$ cat src/design/rrs_pkg.sv
package rrs_pkg;

    // Field widths of one input item and one result item.
    localparam int SEQ_IN_W    = 48;
    localparam int HEALTH_W    = 2;
    localparam int INFLIGHT_W  = 16;
    localparam int NODE_W      = 6;
    localparam int MAX_LAG_W   = 48;

    // Packed stream widths, padded to whole bytes.
    localparam int IN_TDATA_W  = 72;
    localparam int OUT_TDATA_W = 8;

    // Defaults for the top-level parameters.
    localparam int DEF_MAX_NODES = 64;
    localparam int DEF_SEQ_BITS  = 48;

    // Health codes.
    localparam logic [HEALTH_W-1:0] HEALTH_HEALTHY   = 2'd0;
    localparam logic [HEALTH_W-1:0] HEALTH_SUSPECT   = 2'd1;
    localparam logic [HEALTH_W-1:0] HEALTH_UNHEALTHY = 2'd2;
    localparam logic [HEALTH_W-1:0] HEALTH_DRAINING  = 2'd3;

    // One replica status as it moves from the input register to the selector.
    typedef struct packed {
        logic [SEQ_IN_W-1:0]   replica_seq;
        logic [HEALTH_W-1:0]   health;
        logic [INFLIGHT_W-1:0] inflight;
        logic [NODE_W-1:0]     node_id;
        logic                  last;
    } t_item;

    // Result of a query, handed to the output register.
    typedef struct packed {
        logic              found;
        logic [NODE_W-1:0] selected_node;
    } t_result;

endpackage

$ cat src/design/rrs_in_stage.sv
module rrs_in_stage
    import rrs_pkg::*;
(
    input  logic                  i_clk,
    input  logic                  i_rst_n,
    input  logic                  i_valid,
    output logic                  o_ready,
    input  logic [IN_TDATA_W-1:0] i_data,
    input  logic                  i_last,
    input  logic                  i_advance,
    output logic                  o_valid,
    output t_item                 o_item
);

    logic  r_valid;
    logic  n_valid;
    t_item r_item;
    logic  w_take;

    // The register takes a new item when it is empty or its item moves on.
    assign o_ready = !r_valid || i_advance;
    assign w_take  = i_valid && o_ready;

    always_comb begin
        n_valid = r_valid;
        if (w_take) begin
            n_valid = 1'b1;
        end else if (i_advance) begin
            n_valid = 1'b0;
        end
    end

    always_ff @(posedge i_clk) begin
        if (!i_rst_n) begin
            r_valid <= 1'b0;
        end else begin
            r_valid <= n_valid;
        end
    end

    // Unpack the stream word, first field in the lowest bits.
    always_ff @(posedge i_clk) begin
        if (w_take) begin
            r_item.replica_seq <= i_data[SEQ_IN_W-1:0];
            r_item.health      <= i_data[SEQ_IN_W +: HEALTH_W];
            r_item.inflight    <= i_data[SEQ_IN_W+HEALTH_W +: INFLIGHT_W];
            r_item.node_id     <= i_data[SEQ_IN_W+HEALTH_W+INFLIGHT_W +: NODE_W];
            r_item.last        <= i_last;
        end
    end

    assign o_valid = r_valid;
    assign o_item  = r_item;

endmodule

$ cat src/design/rrs_keep_best.sv
module rrs_keep_best
    import rrs_pkg::*;
#(
    parameter int MAX_NODES = DEF_MAX_NODES,
    parameter int SEQ_BITS  = DEF_SEQ_BITS
) (
    input  logic                 i_clk,
    input  logic                 i_rst_n,
    input  logic                 i_advance,
    input  t_item                i_item,
    input  logic [MAX_LAG_W-1:0] i_max_lag,
    output t_result              o_result
);

    localparam int CMP_W = (SEQ_BITS > MAX_LAG_W) ? SEQ_BITS : MAX_LAG_W;

    logic                  r_in_query;
    logic [SEQ_BITS-1:0]   r_ref;
    logic                  r_best_valid;
    logic [HEALTH_W-1:0]   r_best_health;
    logic [SEQ_BITS-1:0]   r_best_lag;
    logic [INFLIGHT_W-1:0] r_best_inflight;
    logic [NODE_W-1:0]     r_best_node;

    logic [SEQ_BITS-1:0]   w_seq;
    logic [SEQ_BITS-1:0]   w_ref;
    logic [SEQ_BITS-1:0]   w_lag;
    logic                  w_eligible;
    logic                  w_beats;
    logic                  w_take;

    // The primary of a query supplies its own reference, so its lag is zero.
    assign w_seq = SEQ_BITS'(i_item.replica_seq);
    assign w_ref = r_in_query ? r_ref : w_seq;
    assign w_lag = (w_ref > w_seq) ? (w_ref - w_seq) : '0;

    // Only healthy or suspect replicas inside the group and within the lag limit.
    assign w_eligible = ((i_item.health == HEALTH_HEALTHY) ||
                         (i_item.health == HEALTH_SUSPECT)) &&
                        (CMP_W'(w_lag) <= CMP_W'(i_max_lag)) &&
                        ({1'b0, i_item.node_id} < (NODE_W+1)'(MAX_NODES));

    // Lexicographic order: health, lag, in flight, node; a full tie keeps the old one.
    always_comb begin
        if (!r_best_valid) begin
            w_beats = 1'b1;
        end else if (i_item.health != r_best_health) begin
            w_beats = i_item.health < r_best_health;
        end else if (w_lag != r_best_lag) begin
            w_beats = w_lag < r_best_lag;
        end else if (i_item.inflight != r_best_inflight) begin
            w_beats = i_item.inflight < r_best_inflight;
        end else begin
            w_beats = i_item.node_id < r_best_node;
        end
    end

    assign w_take = w_eligible && w_beats;

    // Query state; the last item closes the query and clears the kept replica.
    always_ff @(posedge i_clk) begin
        if (!i_rst_n) begin
            r_in_query   <= 1'b0;
            r_best_valid <= 1'b0;
        end else if (i_advance) begin
            if (i_item.last) begin
                r_in_query   <= 1'b0;
                r_best_valid <= 1'b0;
            end else begin
                r_in_query   <= 1'b1;
                r_best_valid <= r_best_valid || w_take;
            end
        end
    end

    // Kept replica keys and the reference sequence.
    always_ff @(posedge i_clk) begin
        if (i_advance) begin
            r_ref <= w_ref;
            if (w_take) begin
                r_best_health   <= i_item.health;
                r_best_lag      <= w_lag;
                r_best_inflight <= i_item.inflight;
                r_best_node     <= i_item.node_id;
            end
        end
    end

    // Result as it stands after this item; used only on the last item.
    always_comb begin
        o_result.found         = r_best_valid || w_take;
        o_result.selected_node = '0;
        if (w_take) begin
            o_result.selected_node = i_item.node_id;
        end else if (r_best_valid) begin
            o_result.selected_node = r_best_node;
        end
    end

endmodule

$ cat src/design/rrs_out_reg.sv
module rrs_out_reg
    import rrs_pkg::*;
(
    input  logic                   i_clk,
    input  logic                   i_rst_n,
    input  logic                   i_load,
    input  t_result                i_result,
    output logic                   o_free,
    output logic                   o_valid,
    input  logic                   i_ready,
    output logic [OUT_TDATA_W-1:0] o_data,
    output logic                   o_user
);

    logic    r_valid;
    logic    n_valid;
    t_result r_result;

    // The slot is free when empty or when its result leaves this cycle.
    assign o_free = !r_valid || i_ready;

    always_comb begin
        n_valid = r_valid;
        if (i_load) begin
            n_valid = 1'b1;
        end else if (i_ready) begin
            n_valid = 1'b0;
        end
    end

    always_ff @(posedge i_clk) begin
        if (!i_rst_n) begin
            r_valid <= 1'b0;
        end else begin
            r_valid <= n_valid;
        end
    end

    always_ff @(posedge i_clk) begin
        if (i_load) begin
            r_result <= i_result;
        end
    end

    assign o_valid = r_valid;
    assign o_data  = OUT_TDATA_W'(r_result.selected_node);
    assign o_user  = r_result.found;

endmodule

$ cat src/design/read_replica_selector.sv
// Read replica selector. Each input item is one replica status; tlast marks the
// final replica of a query, and the first item of a query is the primary whose
// applied sequence sets the reference for lag. Replicas that are unhealthy,
// draining, outside the group or lagging by more than max_lag are skipped; the
// rest are ranked by health, lag, requests in flight and node number. One result
// leaves per query, after its last item: tuser is found and tdata the chosen node
// (0 when none). An item is accepted every cycle; each passes an input register,
// one compare-and-keep step against the best replica so far, and, for the last
// item, an output register, from which the result is presented. Input is stalled
// only while a result waits in the output register and the next last item needs
// that slot. Write max_lag only between queries.
module read_replica_selector
    import rrs_pkg::*;
#(
    parameter int MAX_NODES = DEF_MAX_NODES,
    parameter int SEQ_BITS  = DEF_SEQ_BITS
) (
    input  logic                   i_clk,
    input  logic                   i_rst_n,
    input  logic                   i_s_axis_tvalid,
    output logic                   o_s_axis_tready,
    // replica_seq[47:0], health[49:48], inflight[65:50], node_id[71:66]
    input  logic [IN_TDATA_W-1:0]  i_s_axis_tdata,
    input  logic                   i_s_axis_tlast,
    output logic                   o_m_axis_tvalid,
    input  logic                   i_m_axis_tready,
    // selected_node[5:0], zero padding[7:6]
    output logic [OUT_TDATA_W-1:0] o_m_axis_tdata,
    // found[0]
    output logic                   o_m_axis_tuser,
    input  logic                   i_cfg_wr_en,
    input  logic [MAX_LAG_W-1:0]   i_cfg_wr_data
);

    logic [MAX_LAG_W-1:0] r_max_lag;
    logic                 w_item_valid;
    t_item                w_item;
    logic                 w_out_free;
    logic                 w_advance;
    t_result              w_result;

    // Lag limit register.
    always_ff @(posedge i_clk) begin
        if (!i_rst_n) begin
            r_max_lag <= '0;
        end else if (i_cfg_wr_en) begin
            r_max_lag <= i_cfg_wr_data;
        end
    end

    // A registered item moves on unless it is a last item with no free result slot.
    assign w_advance = w_item_valid && (!w_item.last || w_out_free);

    rrs_in_stage u_in_stage (
        .i_clk     (i_clk),
        .i_rst_n   (i_rst_n),
        .i_valid   (i_s_axis_tvalid),
        .o_ready   (o_s_axis_tready),
        .i_data    (i_s_axis_tdata),
        .i_last    (i_s_axis_tlast),
        .i_advance (w_advance),
        .o_valid   (w_item_valid),
        .o_item    (w_item)
    );

    rrs_keep_best #(
        .MAX_NODES (MAX_NODES),
        .SEQ_BITS  (SEQ_BITS)
    ) u_keep_best (
        .i_clk     (i_clk),
        .i_rst_n   (i_rst_n),
        .i_advance (w_advance),
        .i_item    (w_item),
        .i_max_lag (r_max_lag),
        .o_result  (w_result)
    );

    rrs_out_reg u_out_reg (
        .i_clk    (i_clk),
        .i_rst_n  (i_rst_n),
        .i_load   (w_advance && w_item.last),
        .i_result (w_result),
        .o_free   (w_out_free),
        .o_valid  (o_m_axis_tvalid),
        .i_ready  (i_m_axis_tready),
        .o_data   (o_m_axis_tdata),
        .o_user   (o_m_axis_tuser)
    );

endmodule

$ cat config.mk
export PLATFORM = sky130hd
export DESIGN_NAME = read_replica_selector
export DESIGN_NICKNAME = d
export VERILOG_FILES = /design/src/design/rrs_pkg.sv /design/src/design/rrs_in_stage.sv /design/src/design/rrs_keep_best.sv /design/src/design/rrs_out_reg.sv /design/src/design/read_replica_selector.sv
export SDC_FILE = /design/constraint.sdc
export NUM_CORES = 1
export LEC_CHECK = 0
export BUFFER_PORTS_ARGS = -buffer_cell sky130_fd_sc_hd__buf_2
export CAP_MARGIN = 40
export CORE_UTILIZATION = 45
export CTS_CLUSTER_SIZE = 16
export DETAILED_ROUTE_END_ITERATION = 8
export PLACE_DENSITY = 0.73
export SYNTH_ARGS = -nofsm -noshare
export SYNTH_HDL_FRONTEND = slang
export SYNTH_HIERARCHICAL = 1
export SYNTH_SLANG_ARGS = --single-unit
$ cat constraint.sdc
create_clock -name i_clk -period 12.2 [get_ports i_clk]
set_input_delay 3.05 -clock i_clk [delete_from_list [all_inputs] [get_ports i_clk]]
set_output_delay 3.05 -clock i_clk [all_outputs]
set_load 0.02 [all_outputs]
# Word level (Yosys, flattened, before mapping)
# Index checks and enable logic that the tools add are counted.
[totals]
ff_bits = 252
in_bits = 126
output_inout_bits = 11
word_cells = 59
[op_classes]
add_sub_neg = 1
order_cmp = 6
n_eq_ne = 4
n_mux = 14
n_reduce_logical = 17
[op_table]
columns = ["operator", "count"]
rows = [
  ["two-way mux 48 bit", 2],
  ["greater-than comparator 48 bit", 1],
  ["less-or-equal comparator 48 bit", 1],
  ["< comparator 48 bit", 1],
  ["inequality test 48 bit", 1],
  ["subtractor 48 bit", 1],
  ["< comparator 16 bit", 1],
  ["inequality test 16 bit", 1],
  ["two-way mux 6 bit", 2],
  ["two-way mux 1 bit", 10],
  ["< comparator 6 bit", 1],
  ["logical AND 1 bit", 5],
  ["logical OR 1 bit", 5],
  ["nonzero test 2 bit", 2],
  ["zero test 1 bit", 3],
  ["== test 2 x 1 -> 1 bit (second input constant)", 1],
  ["zero test 2 bit", 1],
  ["< comparator 2 bit", 1],
  ["inequality test 2 bit", 1],
  ["AND reduction 2 bit", 1],
]

# Depth between registers and ports, before layout
[logic_depth]
ltp_word = 10
ltp_mapped = 28
ltp_nobuf = 25

# Modules after synthesis
# Netlist, hierarchy kept.
[modules_own_cells]
columns = ["module", "n_inst", "cells_each", "area_per_inst_um2", "seq_area_each_um2"]
rows = [
  ["rrs_keep_best", 1, 1177, 10586.4, 3643.5],
  ["rrs_in_stage", 1, 78, 2249.7, 2212.1],
  ["read_replica_selector", 1, 158, 1863.0, 960.9],
  ["rrs_out_reg", 1, 14, 277.8, 230.2],
]

# Least setup slack after synthesis
# Ideal clock, no wire load.
[synth_timing]
path_kind = "input to output"
startpoint = "input port i_m_axis_tready"
endpoint = "output port o_s_axis_tready"
arrival_ns = 7.738
required_time_ns = 9.150
path_slack_ns = 1.412
path_stages = 4
path_buffers = 0
path_cell_list = "nand2b_4 inv_1 a21boi_0 nand2b_4"
[synth_between]
elab_chain_len = 4
[synth_rtl]
columns = ["element", "line", "text"]
rows = [
  ["start: declaration", "read_replica_selector.sv:26", "input logic i_m_axis_tready,"],
  ["logical OR 1 bit", "rrs_out_reg.sv:20", "assign o_free = !r_valid || i_ready;"],
  ["logical OR 1 bit", "read_replica_selector.sv:52", "assign w_advance = w_item_valid && (!w_item.last || w_out_free);"],
  ["logical AND 1 bit", "read_replica_selector.sv:52", ""],
  ["via w_advance", "read_replica_selector.sv:39", "logic w_advance;"],
  ["logical OR 1 bit", "rrs_in_stage.sv:21", "assign o_ready = !r_valid || i_advance;"],
  ["end: declaration", "read_replica_selector.sv:21", "output logic o_s_axis_tready,"],
]
# The timed path passes the listed nets, and every way through them passes these cells.

# Worst setup path in the final report
[layout_timing]
startpoint = "register u_keep_best.r_in_query"
endpoint = "register u_keep_best.r_best_lag[4] (enable)"
[layout_between]
elab_chain_len = 9
word_cells_on_any_way = 13
classes_between = "add/sub: 1; order compare: 3; eq/ne: 1; mux: 5; reduce/logical: 3"
[layout_rtl]
columns = ["element", "line", "text"]
rows = [
  ["start: declaration", "rrs_keep_best.sv:17", "logic r_in_query;"],
  ["start signal: assignment", "rrs_keep_best.sv:63", "r_in_query <= 1'b0;"],
  ["start signal: assignment", "rrs_keep_best.sv:67", "r_in_query <= 1'b0;"],
  ["start signal: assignment", "rrs_keep_best.sv:70", "r_in_query <= 1'b1;"],
  ["two-way mux 48 bit *", "rrs_keep_best.sv:34", "assign w_ref = r_in_query ? r_ref : w_seq;"],
  ["subtractor 48 bit or greater-than comparator 48 bit (tied branches)", "rrs_keep_best.sv:35", "assign w_lag = (w_ref > w_seq) ? (w_ref - w_seq) : '0;"],
  ["two-way mux 48 bit *", "rrs_keep_best.sv:35", ""],
  ["via u_keep_best.w_lag[7]", "rrs_keep_best.sv:27", "logic [SEQ_BITS-1:0] w_lag;"],
  ["< comparator 48 bit or inequality test 48 bit (tied branches)", "rrs_keep_best.sv:50, rrs_keep_best.sv:49", ""],
  ["two-way mux 1 bit", "rrs_keep_best.sv:49", "end else if (w_lag != r_best_lag) begin"],
  ["two-way mux 1 bit", "rrs_keep_best.sv:47", "end else if (i_item.health != r_best_health) begin"],
  ["two-way mux 1 bit", "rrs_keep_best.sv:45", "if (!r_best_valid) begin"],
  ["logical AND 1 bit *", "rrs_keep_best.sv:58", "assign w_take = w_eligible && w_beats;"],
  ["AND reduction 2 bit (no line) *", "n/a", ""],
  ["end signal: assignment", "rrs_keep_best.sv:82", "r_best_lag <= w_lag;"],
  ["end: declaration", "rrs_keep_best.sv:21", "logic [SEQ_BITS-1:0] r_best_lag;"],
]
# The timed path passes the listed nets; every way through them passes the cells marked *.
# A chain may end at the register's enable or synchronous reset.

==> qor.csv <==
metric,value,unit
layout cell share with drive strength beyond 1,14.3,%
Final #Nets,1856,
Final Setup Violations,0,
Placer Congestion,0.879,
top_reg_cell synth,edfxtp_1,
maximum VDD drop,0.116,mV
Num CTS Buffers,29,
Die ar.,0.0340,sq mm
Sinks on Clock Net,252,
max cap viols,0,
Post-synth EDFFs,200,
synth top area cells,"edfxtp_1, ha_1, dfxtp_1",
worst setup path class,reg -> reg,
Max Clock Freq,133,MHz
fin crit period,7550,ps
unrepaired setup endpoints after global routing,false,
post-synth top area share,40.1,%
CTS root buf,clkbuf_16,
post-DP HPWL,24700,microns
Die Span Y,184,microns
Critical Path Start Type,register,
final wirelength,32700,microns
crit end category,register,
Max stage delay on crit path,590,ps
drc violations,0,
total power,2.69,mW
Routed Antenna Nets,0,
total leakage power,7.66,nW
Setup Skew,9.80,ps
antenna violations before repair,0,
placed cell area,0.0161,sq mm
WL/cell,16.1,microns
n_diodes,0,
Starting Density,45.9,%
status,finished clean,
max_slew headroom,44.9,%
register bit count reported by yosys,252,
Clock Latency Late Sink,560,ps
"Req. time, crit path",12450,ps
Synth cell types,73,
vias per cell,5.24,
actual slew at the worst max-slew pin,826,ps
global-route wire length before repair,52300,microns
detailed-route via count,10600,
most frequent cell on the critical path,buf_4,
largest area contributor in the netlist,edfxtp_1,
drt pass-1 iters,5,
# rows,66,
Syn Inst Count,1427,
hold slack,460,ps
most instantiated cells after synthesis,"edfxtp_1, inv_1, ha_1",
I/O pin count,137,
"Hold-fix buffers, CTS",0,
Top Family by Delay on Critical Path,compound AO/OA/AOI/OAI gates,
"CTS clk-pin slew, worst paths",60,ps
YS warnings,6,
deepest clock path buffer count,3,
Core Box Area,0.0326,sq mm
1st-iter DRT viols,617,
Layout fillers,2902,
cell area after layout,0.0171,sq mm
"Slowest-stage cell, CP",buf_4,
Power Dens Cells,157,mW/mm^2
I/O Buffers,134,
fin. max-slew vios,0,
Critical Path AT,7790,ps
post-cts sizing count,0,
Setup TNS Final,0,ps
Mean Syn Cell Area,10.5,sq um
all-layer global routing usage,19.2,%
placed cell count,1972,
CTS tree,yes,
"Hold Vio Cnt, Final",0,
Util after Layout,52.5,%
Worst Hold Class,reg -> reg,
Post-Syn Area,0.0150,sq mm
H-tree Lvls,1,
pre-CTS setup slack,4650,ps
Syn-to-layout area delta,14.2,%
sequential share of the synthesized area,47.1,%
largest net degree at the start of global routing,97,
Die W,184,microns
total gr overflow,0,
vias in the first global route,10400,
Worst Path Buf+Inv,5,
CP max FO,96,
"count leader, synth",edfxtp_1,
fraction of registers with async set or reset after synthesis,0,%
setup bufs post-CTS,0,
final period utilization,61.9,%
Non-Filler Instances,2026,
final worst slack,4650,ps
## cell families (layout without fill, tap and decap cells)
| kind of cell | Yosys count | in the layout | share of synthesized area [%] |
|---|---|---|---|
| other cells | 1 | 2 | 0.0250 |
| compound gates | 334 | 334 | 14.5 |
| fa+ha+maj | 169 | 169 | 14.2 |
| mux | 56 | 56 | 3.75 |
| flops | 252 | 252 | 47.1 |
| xor+xnor | 33 | 33 | 1.93 |
| buf+inv | 231 | 387 | 6.42 |
| simple gates | 351 | 351 | 12.1 |
## cell type report
class	instances	area [sq um]	area share [%]
clock inverters	22	303	1.77
clock buffers	32	737	4.31
inverters	192	721	4.21
repair buffers	141	756	4.42
flip-flops and latches	252	7050	41.2
well taps	442	553	3.23
multi-input cells	945	6990	40.9
## layer usage
layer  track usage, %  vias up  wire, microns
li1                 -     5368              -
met1             27.5     4916          16000
met2             30.6      278          14300
met3             2.39       52           1630
met4             5.07        0            787
met5                0        -              0
## path summary, 6_finish.rpt
kind,start,endpoint,slack [ps],cells after the start
setup / recovery,u_keep_best/r_in_query$_SDFFE_PN0P_,u_keep_best/r_best_lag[4]$_DFFE_PP_,4650,28
hold reg to reg,u_in_stage/o_item[7]$_DFFE_PP_,u_keep_best/r_best_inflight[0]$_DFFE_PP_,460,0
setup reg to reg,u_keep_best/r_in_query$_SDFFE_PN0P_,u_keep_best/r_best_lag[4]$_DFFE_PP_,4650,28
hold / removal,u_in_stage/o_item[7]$_DFFE_PP_,u_keep_best/r_best_inflight[0]$_DFFE_PP_,460,0
## where the power goes
group	total [mW]	internal (mW)	switching, mW	leakage, nW
Clock	0.941	0.584	0.357	0.505
Sequential	1.03	1.01	0.0208	2.33
Combinational	0.713	0.282	0.430	4.83
Total	2.69	1.88	0.807	7.66
## cell usage in the layout, fill, tap and decap left out, types with 16 or more instances in the layout
master     count
ha_1         168
edfxtp_1     200
a21o_1        70
o21ai_0       81
nand2_1       94
mux2i_1       55
nand3_1       17
xor2_1        16
nand4_1       31
clkbuf_16     29
nor2b_1       60
buf_2        134
a21oi_1       91
nor2_1        75
inv_1        192
dfxtp_1       51
xnor2_1       17
## state kept, by name, indices dropped and copies added (netlist names)
register	cells
r_max_lag	48
u_keep_best/r_best_node	6
u_keep_best/r_best_valid	1
u_keep_best/r_best_inflight	16
u_in_stage/o_valid	1
u_out_reg/o_data	6
u_keep_best/r_ref	48
u_keep_best/r_best_lag	48
u_out_reg/o_user	1
u_keep_best/r_best_health	2
u_out_reg/o_valid	1
u_in_stage/o_item	73
u_keep_best/r_in_query	1
## worst reg2reg max path: cells and delay by family (launching register included)
kind / cells / cell delay [ps]
mux: 1 / 380
simple gates: 6 / 1020
flops: 1 / 310
compound gates: 13 / 2840
fa+ha+maj: 3 / 920
buf+inv: 5 / 1780
(Power assumes the default switching activity.)
